## src/hw/rtl/rida_pkg.sv

```systemverilog
// Package for the round-robin id allocator: sizes, codes, state and struct types.
// Used by the channel interfaces, the scan unit and the top level.
package rida_pkg;

    localparam int ID_COUNT  = 256;
    localparam int ID_W      = (ID_COUNT > 1) ? $clog2(ID_COUNT) : 1;
    localparam int WORD_BITS = 32;
    localparam int OFF_W     = $clog2(WORD_BITS);
    localparam int N_WORDS   = (ID_COUNT + WORD_BITS - 1) / WORD_BITS;
    localparam int WIDX_W    = (N_WORDS > 1) ? $clog2(N_WORDS) : 1;
    localparam int GID_W     = WIDX_W + OFF_W;
    localparam int K_W       = $clog2(N_WORDS + 2);

    localparam int FUNC_W    = 2;
    localparam int IN_ID_W   = 8;
    localparam int OUT_ID_W  = 8;
    localparam int STAT_W    = 2;

    typedef enum logic [FUNC_W-1:0] {
        FUNC_RESET = 2'd0,
        FUNC_MARK  = 2'd1,
        FUNC_NEXT  = 2'd2
    } t_func;

    typedef enum logic [STAT_W-1:0] {
        ST_OK           = 2'd0,
        ST_NONE_FREE    = 2'd1,
        ST_ALREADY_USED = 2'd2
    } t_status;

    typedef enum logic [1:0] {
        S_IDLE,
        S_MARK,
        S_SCAN,
        S_RESP
    } t_state;

    typedef struct packed {
        logic [WORD_BITS-1:0] row;
        logic [WIDX_W-1:0]    word;
        logic                 first;
        logic                 wrap;
        logic [OFF_W-1:0]     start_off;
        logic [ID_W-1:0]      last_id;
    } t_scan_req;

    typedef struct packed {
        logic             found;
        logic [OFF_W-1:0] bit_off;
    } t_scan_res;

endpackage

```

## src/hw/rtl/rida_in_if.sv

```systemverilog
// Input channel of the id allocator: valid/ready handshake with func and id.
// Depends on rida_pkg.
interface rida_in_if;
    import rida_pkg::*;

    logic               valid;
    logic               ready;
    logic [FUNC_W-1:0]  func;
    logic [IN_ID_W-1:0] id;

    modport source (output valid, output func, output id, input ready);
    modport sink   (input valid, input func, input id, output ready);
endinterface

```

## src/hw/rtl/rida_out_if.sv

```systemverilog
// Output channel of the id allocator: valid/ready handshake with id and status.
// Depends on rida_pkg.
interface rida_out_if;
    import rida_pkg::*;

    logic                valid;
    logic                ready;
    logic [OUT_ID_W-1:0] allocated_id;
    logic [STAT_W-1:0]   status;

    modport source (output valid, output allocated_id, output status, input ready);
    modport sink   (input valid, input allocated_id, input status, output ready);
endinterface

```

## src/hw/rtl/rida_ram.sv

```systemverilog
// Generic simple dual-port RAM: one write port, one read port, registered read.
// Standalone; read returns the old contents on a same-address write.
module rida_ram #(
    parameter int WIDTH = 32,
    parameter int DEPTH = 8,
    parameter int AW    = (DEPTH > 1) ? $clog2(DEPTH) : 1
) (
    input  logic             i_clk,
    input  logic             i_we,
    input  logic [AW-1:0]    i_waddr,
    input  logic [WIDTH-1:0] i_wdata,
    input  logic [AW-1:0]    i_raddr,
    output logic [WIDTH-1:0] o_rdata
);

    logic [WIDTH-1:0] r_mem [DEPTH];
    logic [WIDTH-1:0] r_rdata;

    always_ff @(posedge i_clk) begin
        if (i_we) begin
            r_mem[i_waddr] <= i_wdata;
        end
        r_rdata <= r_mem[i_raddr];
    end

    assign o_rdata = r_rdata;

endmodule

```

## src/hw/rtl/rida_ffs.sv

```systemverilog
// Find-first-free unit: masks one map word for the circular search and
// picks its lowest free bit. Depends on rida_pkg.
module rida_ffs (
    input  rida_pkg::t_scan_req i_req,
    output rida_pkg::t_scan_res o_res
);
    import rida_pkg::*;

    logic [WORD_BITS-1:0] elig;
    logic [GID_W-1:0]     gid;
    logic [GID_W-1:0]     glast;
    logic [OFF_W-1:0]     boff;
    logic [OFF_W-1:0]     pick;

    always_comb begin
        glast = GID_W'(i_req.last_id);
        for (int b = 0; b < WORD_BITS; b++) begin
            boff    = OFF_W'(b);
            gid     = {i_req.word, boff};
            // drop ids past the end, the last id itself, and bits outside this pass
            elig[b] = !i_req.row[b]
                      && (32'(gid) < 32'(ID_COUNT))
                      && (gid != glast)
                      && (!i_req.first || (boff >= i_req.start_off))
                      && (!i_req.wrap  || (boff <  i_req.start_off));
        end
    end

    always_comb begin
        pick = '0;
        for (int b = WORD_BITS - 1; b >= 0; b--) begin
            if (elig[b]) begin
                pick = OFF_W'(b);
            end
        end
    end

    assign o_res.found   = |elig;
    assign o_res.bit_off = pick;

endmodule

```

## src/hw/rtl/round_robin_id_allocator.sv

```systemverilog
// Round-robin id allocator top level: sequencer, row valid bits, map RAM and
// scan unit. Depends on rida_pkg, rida_in_if, rida_out_if, rida_ram, rida_ffs.
//
//  port   | dir | word fields          | meaning
//  -------+-----+----------------------+------------------------------------
//  i_in   | in  | func, id             | reset map / mark id / allocate next
//  o_out  | out | allocated_id, status | one answer per input word
//
// The used map lives in a RAM of 32-bit rows with one read and one write port.
// Reset with id and unused codes pass through the response state to the output
// register, mark through the mark and response states. Allocate reads one row per
// cycle through the read port; the single find-first unit checks one row.
// After i_rst_n the row valid bits read the map as all free; no clearing pass.
// A new word is accepted while an answer waits in the output register; a stalled
// output holds the next answer in the response state.
module round_robin_id_allocator (
    input  logic        i_clk,
    input  logic        i_rst_n,
    rida_in_if.sink     i_in,
    rida_out_if.source  o_out
);
    import rida_pkg::*;

    t_state               r_state, n_state;
    logic [ID_W-1:0]      r_last, n_last;
    logic [N_WORDS-1:0]   r_rv, n_rv;
    logic [K_W-1:0]       r_k, n_k;
    logic                 r_ev, n_ev;
    logic [K_W-1:0]       r_ek, n_ek;
    logic [WIDX_W-1:0]    r_iw, n_iw;
    logic [WIDX_W-1:0]    r_ew, n_ew;
    logic [OFF_W-1:0]     r_off0, n_off0;
    logic [OFF_W-1:0]     r_moff, n_moff;
    logic [OUT_ID_W-1:0]  r_res_id, n_res_id;
    t_status              r_res_st, n_res_st;
    logic                 r_ovalid, n_ovalid;
    logic [OUT_ID_W-1:0]  r_oid, n_oid;
    t_status              r_ost, n_ost;

    logic                 acc;
    logic [ID_W-1:0]      id_cl;
    logic [GID_W-1:0]     gcl;
    logic [ID_W-1:0]      start_id;
    logic [GID_W-1:0]     gst;
    logic [WORD_BITS-1:0] row_q;
    logic [GID_W-1:0]     hit_gid;

    logic                 ram_we;
    logic [WIDX_W-1:0]    ram_waddr;
    logic [WORD_BITS-1:0] ram_wdata;
    logic [WIDX_W-1:0]    ram_raddr;
    logic [WORD_BITS-1:0] ram_rdata;

    t_scan_req            scan_req;
    t_scan_res            scan_res;

    assign i_in.ready = (r_state == S_IDLE);
    assign acc        = i_in.valid && i_in.ready;

    // saturate out-of-range ids to the top id
    assign id_cl    = (32'(i_in.id) >= 32'(ID_COUNT)) ? ID_W'(ID_COUNT - 1) : ID_W'(i_in.id);
    assign gcl      = GID_W'(id_cl);
    assign start_id = (r_last == ID_W'(ID_COUNT - 1)) ? '0 : r_last + 1'b1;
    assign gst      = GID_W'(start_id);

    // a row never written since the last map reset reads as all free
    assign row_q    = r_rv[r_ew] ? ram_rdata : '0;

    assign scan_req.row       = row_q;
    assign scan_req.word      = r_ew;
    assign scan_req.first     = (r_ek == '0);
    assign scan_req.wrap      = (r_ek == K_W'(N_WORDS));
    assign scan_req.start_off = r_off0;
    assign scan_req.last_id   = r_last;
    assign hit_gid            = {r_ew, scan_res.bit_off};

    rida_ffs u_ffs (
        .i_req (scan_req),
        .o_res (scan_res)
    );

    rida_ram #(
        .WIDTH (WORD_BITS),
        .DEPTH (N_WORDS)
    ) u_map (
        .i_clk   (i_clk),
        .i_we    (ram_we),
        .i_waddr (ram_waddr),
        .i_wdata (ram_wdata),
        .i_raddr (ram_raddr),
        .o_rdata (ram_rdata)
    );

    // next state
    always_comb begin
        n_state = r_state;
        unique case (r_state)
            S_IDLE: begin
                if (acc) begin
                    case (i_in.func)
                        FUNC_MARK: n_state = S_MARK;
                        FUNC_NEXT: n_state = S_SCAN;
                        default:   n_state = S_RESP;
                    endcase
                end
            end
            S_MARK: n_state = S_RESP;
            S_SCAN: begin
                if (r_ev && (scan_res.found || (r_ek == K_W'(N_WORDS)))) begin
                    n_state = S_RESP;
                end
            end
            S_RESP: begin
                if (!r_ovalid || o_out.ready) begin
                    n_state = S_IDLE;
                end
            end
        endcase
    end

    // datapath and RAM control
    always_comb begin
        n_last    = r_last;
        n_rv      = r_rv;
        n_k       = r_k;
        n_ev      = r_ev;
        n_ek      = r_ek;
        n_iw      = r_iw;
        n_ew      = r_ew;
        n_off0    = r_off0;
        n_moff    = r_moff;
        n_res_id  = r_res_id;
        n_res_st  = r_res_st;
        n_ovalid  = r_ovalid;
        n_oid     = r_oid;
        n_ost     = r_ost;
        ram_we    = 1'b0;
        ram_waddr = r_ew;
        ram_wdata = '0;
        ram_raddr = r_iw;

        if (r_ovalid && o_out.ready) begin
            n_ovalid = 1'b0;
        end

        unique case (r_state)
            S_IDLE: begin
                if (acc) begin
                    n_res_id = '0;
                    n_res_st = ST_OK;
                    case (i_in.func)
                        FUNC_RESET: begin
                            n_rv = '0;
                            n_rv[gcl[GID_W-1:OFF_W]] = 1'b1;
                            ram_we    = 1'b1;
                            ram_waddr = gcl[GID_W-1:OFF_W];
                            ram_wdata = WORD_BITS'(1) << gcl[OFF_W-1:0];
                            n_last    = id_cl;
                        end
                        FUNC_MARK: begin
                            ram_raddr = gcl[GID_W-1:OFF_W];
                            n_ew      = gcl[GID_W-1:OFF_W];
                            n_moff    = gcl[OFF_W-1:0];
                        end
                        FUNC_NEXT: begin
                            n_k    = '0;
                            n_ev   = 1'b0;
                            n_iw   = gst[GID_W-1:OFF_W];
                            n_off0 = gst[OFF_W-1:0];
                        end
                        default: begin
                            n_res_st = ST_OK;
                        end
                    endcase
                end
            end
            S_MARK: begin
                n_res_st   = row_q[r_moff] ? ST_ALREADY_USED : ST_OK;
                ram_we     = 1'b1;
                ram_waddr  = r_ew;
                ram_wdata  = row_q | (WORD_BITS'(1) << r_moff);
                n_rv[r_ew] = 1'b1;
            end
            S_SCAN: begin
                if (r_ev && scan_res.found) begin
                    ram_we     = 1'b1;
                    ram_waddr  = r_ew;
                    ram_wdata  = row_q | (WORD_BITS'(1) << scan_res.bit_off);
                    n_rv[r_ew] = 1'b1;
                    n_last     = ID_W'(hit_gid);
                    n_res_id   = OUT_ID_W'(hit_gid);
                    n_res_st   = ST_OK;
                    n_ev       = 1'b0;
                end else if (r_ev && (r_ek == K_W'(N_WORDS))) begin
                    n_res_id = '0;
                    n_res_st = ST_NONE_FREE;
                    n_ev     = 1'b0;
                end else if (r_k <= K_W'(N_WORDS)) begin
                    // issue the next row while the current one is checked
                    ram_raddr = r_iw;
                    n_ew      = r_iw;
                    n_ek      = r_k;
                    n_ev      = 1'b1;
                    n_k       = r_k + 1'b1;
                    n_iw      = (r_iw == WIDX_W'(N_WORDS - 1)) ? '0 : r_iw + 1'b1;
                end else begin
                    n_ev = 1'b0;
                end
            end
            S_RESP: begin
                if (!r_ovalid || o_out.ready) begin
                    n_ovalid = 1'b1;
                    n_oid    = r_res_id;
                    n_ost    = r_res_st;
                end
            end
        endcase
    end

    always_ff @(posedge i_clk) begin
        if (!i_rst_n) begin
            r_state  <= S_IDLE;
            r_last   <= '0;
            r_rv     <= '0;
            r_k      <= '0;
            r_ev     <= 1'b0;
            r_ek     <= '0;
            r_ovalid <= 1'b0;
        end else begin
            r_state  <= n_state;
            r_last   <= n_last;
            r_rv     <= n_rv;
            r_k      <= n_k;
            r_ev     <= n_ev;
            r_ek     <= n_ek;
            r_ovalid <= n_ovalid;
        end
    end

    always_ff @(posedge i_clk) begin
        r_iw     <= n_iw;
        r_ew     <= n_ew;
        r_off0   <= n_off0;
        r_moff   <= n_moff;
        r_res_id <= n_res_id;
        r_res_st <= n_res_st;
        r_oid    <= n_oid;
        r_ost    <= n_ost;
    end

    assign o_out.valid        = r_ovalid;
    assign o_out.allocated_id = r_oid;
    assign o_out.status       = r_ost;

`ifndef NO_ASSERTIONS
    a_last_in_range: assert property (@(posedge i_clk) disable iff (!i_rst_n)
        32'(r_last) < 32'(ID_COUNT))
        else $error("last id out of range");

    a_skip_last: assert property (@(posedge i_clk) disable iff (!i_rst_n)
        (r_state == S_SCAN && r_ev && scan_res.found) |-> (hit_gid != GID_W'(r_last)))
        else $error("allocate picked the last id");

    a_eval_behind_issue: assert property (@(posedge i_clk) disable iff (!i_rst_n)
        (r_state == S_SCAN && r_ev) |-> (r_ek < r_k))
        else $error("checked row was never issued");

    a_out_from_resp: assert property (@(posedge i_clk) disable iff (!i_rst_n)
        $rose(o_out.valid) |-> ($past(r_state) == S_RESP))
        else $error("answer loaded outside the response state");
`endif

endmodule
```

## src/flat_wrapper.sv

```systemverilog
// flat-port wrapper written by rule: the top's interface ports become plain ports
module round_robin_id_allocator_flat import rida_pkg::*;
  (i_clk, i_rst_n, i_in_valid, i_in_func, i_in_id, i_in_ready, o_out_valid, o_out_allocated_id, o_out_status, o_out_ready);
  rida_in_if i_in_i ();
  rida_out_if o_out_i ();
  input  logic i_clk;
  input  logic i_rst_n;
  input wire logic [$bits(i_in_i.valid)-1:0] i_in_valid;
  input wire logic [$bits(i_in_i.func)-1:0] i_in_func;
  input wire logic [$bits(i_in_i.id)-1:0] i_in_id;
  output wire logic [$bits(i_in_i.ready)-1:0] i_in_ready;
  output wire logic [$bits(o_out_i.valid)-1:0] o_out_valid;
  output wire logic [$bits(o_out_i.allocated_id)-1:0] o_out_allocated_id;
  output wire logic [$bits(o_out_i.status)-1:0] o_out_status;
  input wire logic [$bits(o_out_i.ready)-1:0] o_out_ready;
  assign i_in_i.valid = i_in_valid;
  assign i_in_i.func = i_in_func;
  assign i_in_i.id = i_in_id;
  assign i_in_ready = i_in_i.ready;
  assign o_out_valid = o_out_i.valid;
  assign o_out_allocated_id = o_out_i.allocated_id;
  assign o_out_status = o_out_i.status;
  assign o_out_i.ready = o_out_ready;
  round_robin_id_allocator u_core (.i_clk(i_clk), .i_rst_n(i_rst_n), .i_in(i_in_i), .o_out(o_out_i));
endmodule
```

## config.mk

```make
export PLATFORM = sky130hd
export DESIGN_NAME = round_robin_id_allocator_flat
export DESIGN_NICKNAME = d
export VERILOG_FILES = /design/src/hw/rtl/rida_pkg.sv /design/src/hw/rtl/rida_in_if.sv /design/src/hw/rtl/rida_out_if.sv /design/src/hw/rtl/rida_ram.sv /design/src/hw/rtl/rida_ffs.sv /design/src/hw/rtl/round_robin_id_allocator.sv /design/src/flat_wrapper.sv
export SDC_FILE = /design/constraint.sdc
export NUM_CORES = 1
export LEC_CHECK = 0
export BUFFER_PORTS_ARGS = -buffer_cell sky130_fd_sc_hd__buf_2
export CORE_MARGIN = 3
export CORE_UTILIZATION = 55
export DETAILED_ROUTE_END_ITERATION = 7
export HOLD_SLACK_MARGIN = 0.08
export PLACE_DENSITY = 0.72
export REMOVE_ABC_BUFFERS = 1
export SYNTH_ARGS = -nofsm -noshare
export SYNTH_HDL_FRONTEND = slang
export SYNTH_SLANG_ARGS = --single-unit
```

## constraint.sdc

```tcl
create_clock -name i_clk -period 6.3 [get_ports i_clk]
set_input_delay 0 -clock i_clk [delete_from_list [all_inputs] [get_ports i_clk]]
set_output_delay 0 -clock i_clk [all_outputs]
set_load 0.01 [all_outputs]
```

==> impl_metrics.toml, run 1 <==
[floorplanning]
boundaryPins = 26
fp-row-count = 64
fp.coreArea_um2 = 30900
floorplan.die_area_um2 = 33800
die_y_um = 184
die_x_um = 184
initial_utilization_pct = 56.3

[clocking]
cts_root_buffer = "clkbuf_16"
worstSkewPairLatency_ns = 0.54
cts_sinks = 352
numCtsBuffers = 36
cts_resized = 0
clkSlewWorstSetupHoldPaths_ns = 0.06
cts_max_level = 2
clk_path_buf_depth = 3
cts_tree = "built"

[setup_path]
path_cells = "mux2_2 > mux4_2 > inv_1 > a211oi_2 > o211ai_1 > nor4_1 > a21oi_1 > o21bai_1 > a21oi_1 > and2_2"
worstPathArrival_ns = 5.47
cp.required_ns = 6.45
path_class = "flip-flop to flip-flop"
crit_family = "compound AO/OA/AOI/OAI gates"
crit_fanout = 32
cp-start-kind = "flip-flop"
r2r_start = "u_core.r_ew[0]"
slowest_delay_ns = 0.92
worst_setup_path_end_kind = "flip-flop"
cp_num_buf_inv = 1
worst_path_max_delay_cell = "and2_2"
reg2reg_to = "u_core.u_map.r_mem[4][28]"
cp_common_cell = "a21oi_1"
rrSetupSlack_ns = 0.97
ff2ff_path_depth = 10

[pwr]
power_density_nw_per_um2 = 475
p_total_mw = 9.16
p_leak_nw = 6.37
ir_worst_vdd_v = 0.000325

[logic_synthesis]
yosys_warnings = 0
synthCells = 1309
synth.ff_latch_count = 352
synth_most_common_cell = "edfxtp_1"
synth_top_area_share_pct = 50.4
avgSynthCellArea_um2 = 13.3
synth-async-reset-ratio_pct = 0
syn_area_um2 = 17400
seq_area_frac_synth_pct = 57.3
synth_edf_count = 292
synth_area_leaders = "edfxtp_1 50%, mux4_2 9.7%, dfxtp_1 6.9%"
synth_commonest_cells = "292 x edfxtp_1, 75 x mux4_2, 73 x nand2_1"
synthFlopType = "edfxtp_1"
synth_cell_type_count = 96
yosys.area.top_type = "edfxtp_1"

[run]
maxCapViolations = 0

[timing]
fin_ws_ns = 0.975
skew_ns = 0.0170
finalCriticalPeriod_ns = 5.33
period_share_pct = 84.5
drv_slew = 0
tightestPinTransition_ns = 1.19
setup-violations-final = 0
fmax_mhz = 188
hold_violations = 0
hold_ws_ns = 0.331
timing.slew.headroom_pct = 20.2
rsz0062_at_grt = "false"

[layout]
area_delta_synth_final_pct = 10.8
drive_above_1_share_pct = 19.7
antenna_cells = 0
fin_nets = 1353
final_cell_count_no_fill = 1748
final_area_um2 = 19300

[min_path]
hold_path_end = "u_core.r_moff[4]"
min-delay-start = "i_in_id[4]"
hold_depth = 2
worstHoldPathType = "primary input to flip-flop"

[route]
vias_per_cell = 6.88
drc = 0
dr.pass1.iters = 6
wl_per_cell_um = 26.4
drtAntennaViolNets = 0
vias = 12000
drt-initial-drc-count = 1295
wl_um = 46100

[grt]
grt_max_degree = 65
grt_overflow_total = 0
antenna_found_initial = 0
track_usage_pct = 27.4
grt_pass1_vias = 11700
grt_pass1_wl_um = 70700

[placed_design]
post-place-cells = 1667
hpwl_um = 29600
dpl-instance-area_um2 = 17900
io_buffers = 25
place_congestion = 1.01
place_ws_ns = 1.02

[outcome]
status = "finished clean"
-- placed cells by master, fill, tap and decap left out, types with 16 or more instances in the layout --
cell           instances
mux4_2                75
a22oi_1               20
edfxtp_1             292
xor2_1                19
buf_4                 25
a21oi_1               55
o21a_1                16
buf_2                 25
nor3_1                27
nand4_1               19
o22ai_1               31
mux2i_1               17
nand3_1               22
nand2_1               73
clkbuf_16             36
nor2_1                64
o21ai_0               43
dlygate4sd3_1         16
nor2b_1               19
mux2_2                40
dfxtp_1               60
-- per-layer routing --
metal,vias to the layer above,global-route usage [%],wire length [um]
met5,-,0.857,34
met1,6009,38.8,18800
met4,2,10.0,1690
li1,5295,-,-
met3,116,5.56,4180
met2,601,42.6,21400
-- cell families after synthesis --
family,Yosys count,share of synthesized area [%]
mux,135,13.4
buf+inv,105,2.45
compound gates,318,12.8
flops,352,57.3
fa+ha+maj,14,1.01
simple gates,359,11.7
xor+xnor,26,1.31
-- timing repair --
item / CTS / global route
buffers inserted: 0 / 0
hold buffers: 16 / 0
hold endpoints to repair: 43 / 0
-- stage by stage --
| stage | util (%) | setup TNS, ns |
|---|---|---|
| 2_1_floorplan | - | -50.68 |
| 3_3_place_gp | 58.0 | 0 |
| 3_5_place_dp | 58.0 | 0 |
| 6_report | 62.4 | 0 |
| 5_1_grt | 62.4 | 0 |
| 4_1_cts | 62.4 | 0 |
-- state kept, by name, summed over array words and instances (netlist names) --
signal / cells
u_core.u_map.o_rdata: 32
u_core.r_res_id: 8
u_core.r_off0: 5
u_core.o_out.valid: 1
u_core.r_res_st: 2
u_core.o_out.status: 2
u_core.o_out.allocated_id: 8
u_core.r_state: 2
u_core.r_ev: 1
u_core.r_last: 8
u_core.r_ek: 4
u_core.r_ew: 3
u_core.r_iw: 3
u_core.r_rv: 8
u_core.r_k: 4
u_core.u_map.r_mem: 256
u_core.r_moff: 5
-- where the power goes --
| part | leakage, nW | switching (mW) | internal (mW) |
|---|---|---|---|
| sequential | 3.20 | 0.466 | 2.98 |
| clock | 0.569 | 0.905 | 1.21 |
| combinational | 2.60 | 2.15 | 1.45 |
| total | 6.37 | 3.52 | 5.64 |
-- how the worst max path moves through the flow --
stage                                 to  slack, ns  cells past startpoint               from
2_1_floorplan    u_core.u_map.o_rdata[0]      -1.58                      6  u_core.r_state[0]
3_3_place_gp   u_core.u_map.r_mem[2][24]       1.18                      9     u_core.r_ew[0]
3_5_place_dp   u_core.u_map.r_mem[2][12]       1.02                      9     u_core.r_ew[0]
4_1_cts        u_core.u_map.r_mem[2][10]       0.99                     10     u_core.r_ew[0]
5_1_grt        u_core.u_map.r_mem[1][10]       0.68                     11     u_core.r_ew[0]
6_report       u_core.u_map.r_mem[4][28]       0.97                     10     u_core.r_ew[0]
-- cell type report --
class | count | area [um^2]
multi-input combinational | 852 | 7080
clock buffer | 51 | 997
sequential | 352 | 9970
fill | 2299 | 11600
tap | 396 | 495
timing repair buffer | 67 | 493
clock inverter | 14 | 186
inverter | 16 | 60.1
-- worst reg2reg max path, cell delays in order (launching register included) --
cell and delay (ns):
edfxtp_1 0.74, mux2_2 0.40, mux4_2 0.72, inv_1 0.31, a211oi_2 0.15, o211ai_1 0.19, nor4_1 0.20, a21oi_1 0.90
o21bai_1 0.12, a21oi_1 0.27, and2_2 0.92
No activity file was read; power rests on OpenSTA's default activity.
==> inputs of run 2 (changes only) <==
--- a/config.mk
+++ b/config.mk
@@ -5,6 +5,7 @@
 export SDC_FILE = /design/constraint.sdc
 export NUM_CORES = 1
 export LEC_CHECK = 0
+export ABC_AREA = 1
 export BUFFER_PORTS_ARGS = -buffer_cell sky130_fd_sc_hd__buf_2
 export CORE_MARGIN = 3
 export CORE_UTILIZATION = 55
==> constraint.sdc (replaced) <==
create_clock -name i_clk -period 5.2 [get_ports i_clk]
set_input_delay 0 -clock i_clk [delete_from_list [all_inputs] [get_ports i_clk]]
set_output_delay 0 -clock i_clk [all_outputs]
set_load 0.01 [all_outputs]
==> run 2 against run 1 <==
Die area shrank 2.4%; hold slack worse by 0.045 ns; critical path type unchanged; synthesized cell count rose by 33%; wire length up 7.1%; sequential share of layout area up 0.50 points; sequential power is 13% higher; final cell count is 26% higher; maximum frequency is 15% higher; utilization increased by 1.2 points; cell area shrank 0.97%; critical path depth rose by 32; via count increased by 13%.
==> impl_metrics.toml, run 2 <==
[outcome]
status = "finished clean"

[timing]
fmax_mhz = 215
setup-violations-final = 0
period_share_pct = 89.4
drv_slew = 0
hold_violations = 0
finalCriticalPeriod_ns = 4.65
skew_ns = 0.0238
timing.slew.headroom_pct = 26.7
rsz0062_at_grt = "false"
hold_ws_ns = 0.286
tightestPinTransition_ns = 1.10

[floorplanning]
die_y_um = 182
die_x_um = 182
floorplan.die_area_um2 = 33000
boundaryPins = 26
initial_utilization_pct = 56.5
fp.coreArea_um2 = 30000
fp-row-count = 63

[logic_synthesis]
synth_top_area_share_pct = 51.7
synth_edf_count = 292
yosys.area.top_type = "edfxtp_1"
avgSynthCellArea_um2 = 9.72
synth_cell_type_count = 59
seq_area_frac_synth_pct = 58.7
synthCells = 1747
yosys_warnings = 0
synth_commonest_cells = "292 x edfxtp_1, 256 x nand2_1, 231 x nor2_1"
synth_most_common_cell = "edfxtp_1"
syn_area_um2 = 17000
synth_area_leaders = "edfxtp_1 52%, dfxtp_1 7.1%, nand2_1 5.7%"
synthFlopType = "edfxtp_1"
synth-async-reset-ratio_pct = 0
synth.ff_latch_count = 352

[route]
wl_per_cell_um = 22.4
drt-initial-drc-count = 1780
vias_per_cell = 6.15
drtAntennaViolNets = 0
vias = 13600
drc = 0
wl_um = 49400
dr.pass1.iters = 5

[layout]
top_register = "u_core.u_map.r_mem"
final_common_cell = "edfxtp_1"
final_cell_mix = "292 x edfxtp_1, 256 x nand2_1, 223 x nor2_1, 186 x o21ai_0, 139 x inv_1"
n_fill_cell = 2432
final_cell_count_no_fill = 2207
largest_reg_flops = 256
drive_above_1_share_pct = 12.4
ff_latch_area_um2 = 9970
multi_input_area_um2 = 6090
area_delta_synth_final_pct = 12.5
fin_nets = 1816
antenna_cells = 0

[min_path]
hold_path_end = "u_core.r_moff[3]"
min-delay-start = "i_in_id[3]"
worstHoldPathType = "primary input to flip-flop"
hold_depth = 2

[grt]
track_usage_pct = 29.2
grt_max_degree = 129
grt_pass1_wl_um = 75300
grt_pass1_vias = 13100
antenna_found_initial = 0
grt_overflow_total = 0

[setup_path]
cp-start-kind = "flip-flop"
crit_fanout = 13
rrSetupSlack_ns = 0.55
cp.required_ns = 5.43
slowest_delay_ns = 0.60
path_class = "flip-flop to flip-flop"
r2r_start = "u_core.r_ew[0]"
reg2reg_to = "u_core.u_map.r_mem[0][4]"
worst_path_max_delay_cell = "edfxtp_1"
cp_common_cell = "nand2_1"
ff2ff_path_depth = 42
worstPathArrival_ns = 4.88
worst_setup_path_end_kind = "flip-flop"

[clocking]
cts_sinks = 352
clkSlewWorstSetupHoldPaths_ns = 0.06
numCtsBuffers = 38
post-cts-setup-buffer-count = 0
cts_root_buffer = "clkbuf_16"
cts_resized = 0
cts_tree = "built"
worstSkewPairLatency_ns = 0.54
cts_max_level = 2
clk_path_buf_depth = 3

[pwr]
clock_power_share_pct = 22.8
ir_worst_vdd_v = 0.000428
combPwrFrac_pct = 41.1
p_total_mw = 10.8
swShare_pct = 40.9
pwr-share-seq_pct = 36.1
power_switching_mw = 4.42
power_density_nw_per_um2 = 566
p_int_mw = 6.39
p_leak_nw = 6.98

[placed_design]
post-place-cells = 2121
io_buffers = 25
hpwl_um = 31900
place_congestion = 1.03

[run]
maxCapViolations = 0
==> run 2: worst max-delay path, delay by kind of cell (launching register included) <==
| family | cells | cell delay, ns |
|---|---|---|
| flip-flops | 1 | 0.60 |
| AO/OA/AOI/OAI | 2 | 0.68 |
| AND/OR/NAND/NOR | 38 | 2.73 |
| buffers and inverters | 2 | 0.30 |
==> run 2: layer usage <==
layer / GRT usage [%] / up-vias / part of all wire [%]
li1: - / 6294 / -
met1: 42.0 / 6484 / 44
met2: 45.6 / 674 / 45
met3: 5.31 / 116 / 8.4
met4: 9.14 / 0 / 2.9
met5: 0 / - / 0
==> run 2: cells by family after synthesis <==
| logic type | count (synthesis) | share of synthesized area, % |
|---|---|---|
| adders and majority gates | 14 | 1.03 |
| and+or+nand+nor | 626 | 16.0 |
| xor gates and xnor gates | 4 | 0.206 |
| DFF | 352 | 58.7 |
| muxes | 32 | 2.12 |
| AOI/OAI and AO/OA | 469 | 16.0 |
| buffers and inverters | 250 | 5.93 |
==> run 2: repair_timing <==
action / CTS / global route
hold buffers: 17 / 0
endpoints found under the setup margin: 0 / 0
endpoints found under the hold margin: 43 / 0
==> run 2: through the flow <==
step | worst slack, ns | setup TNS [ns] | cell area [um^2] | util, %
2_1_floorplan | -7.00 | -223.95 | 16600 | -
6_report | 0.553 | 0 | 19100 | 63.6
4_1_cts | 0.701 | 0 | 19100 | 63.6
5_1_grt | 0.141 | 0 | 19100 | 63.6
3_5_place_dp | 0.720 | 0 | 17800 | 59.2
3_3_place_gp | 0.652 | 0 | 17800 | 59.2
==> run 2: layout make-up <==
type | instances | area share (%)
flip-flops and latches | 352 | 52.2
multi-input cells | 1145 | 31.9
clock buffers | 50 | 5.22
repair buffers | 92 | 4.17
inverters | 159 | 3.17
well taps | 390 | 2.56
clock inverters | 19 | 0.786
==> run 2: how the worst max path moves through the flow <==
stage | start | to | slack [ns] | cells after the start
floorplan | u_core.r_state[0] | u_core.u_map.o_rdata[0] | -7.00 | 9
global placement | u_core.r_ew[0] | u_core.u_map.r_mem[2][4] | 0.65 | 42
detailed placement | u_core.r_ew[0] | u_core.u_map.r_mem[1][4] | 0.72 | 42
CTS | u_core.r_ew[0] | u_core.u_map.r_mem[0][4] | 0.70 | 42
global route | u_core.r_ew[0] | u_core.u_map.r_mem[0][4] | 0.14 | 42
finish | u_core.r_ew[0] | u_core.u_map.r_mem[0][4] | 0.55 | 42
==> run 2: power groups by stage <==
stage / clock network (mW) / registers [mW] / logic [mW]
finish: 2.47 / 3.90 / 4.44
detailed placement: 0 / 3.95 / 4.31
floorplan: 0 / 3.87 / 2.89
CTS: 2.50 / 3.89 / 4.35
global placement: 0 / 3.94 / 4.28
global route: 2.60 / 3.94 / 4.81
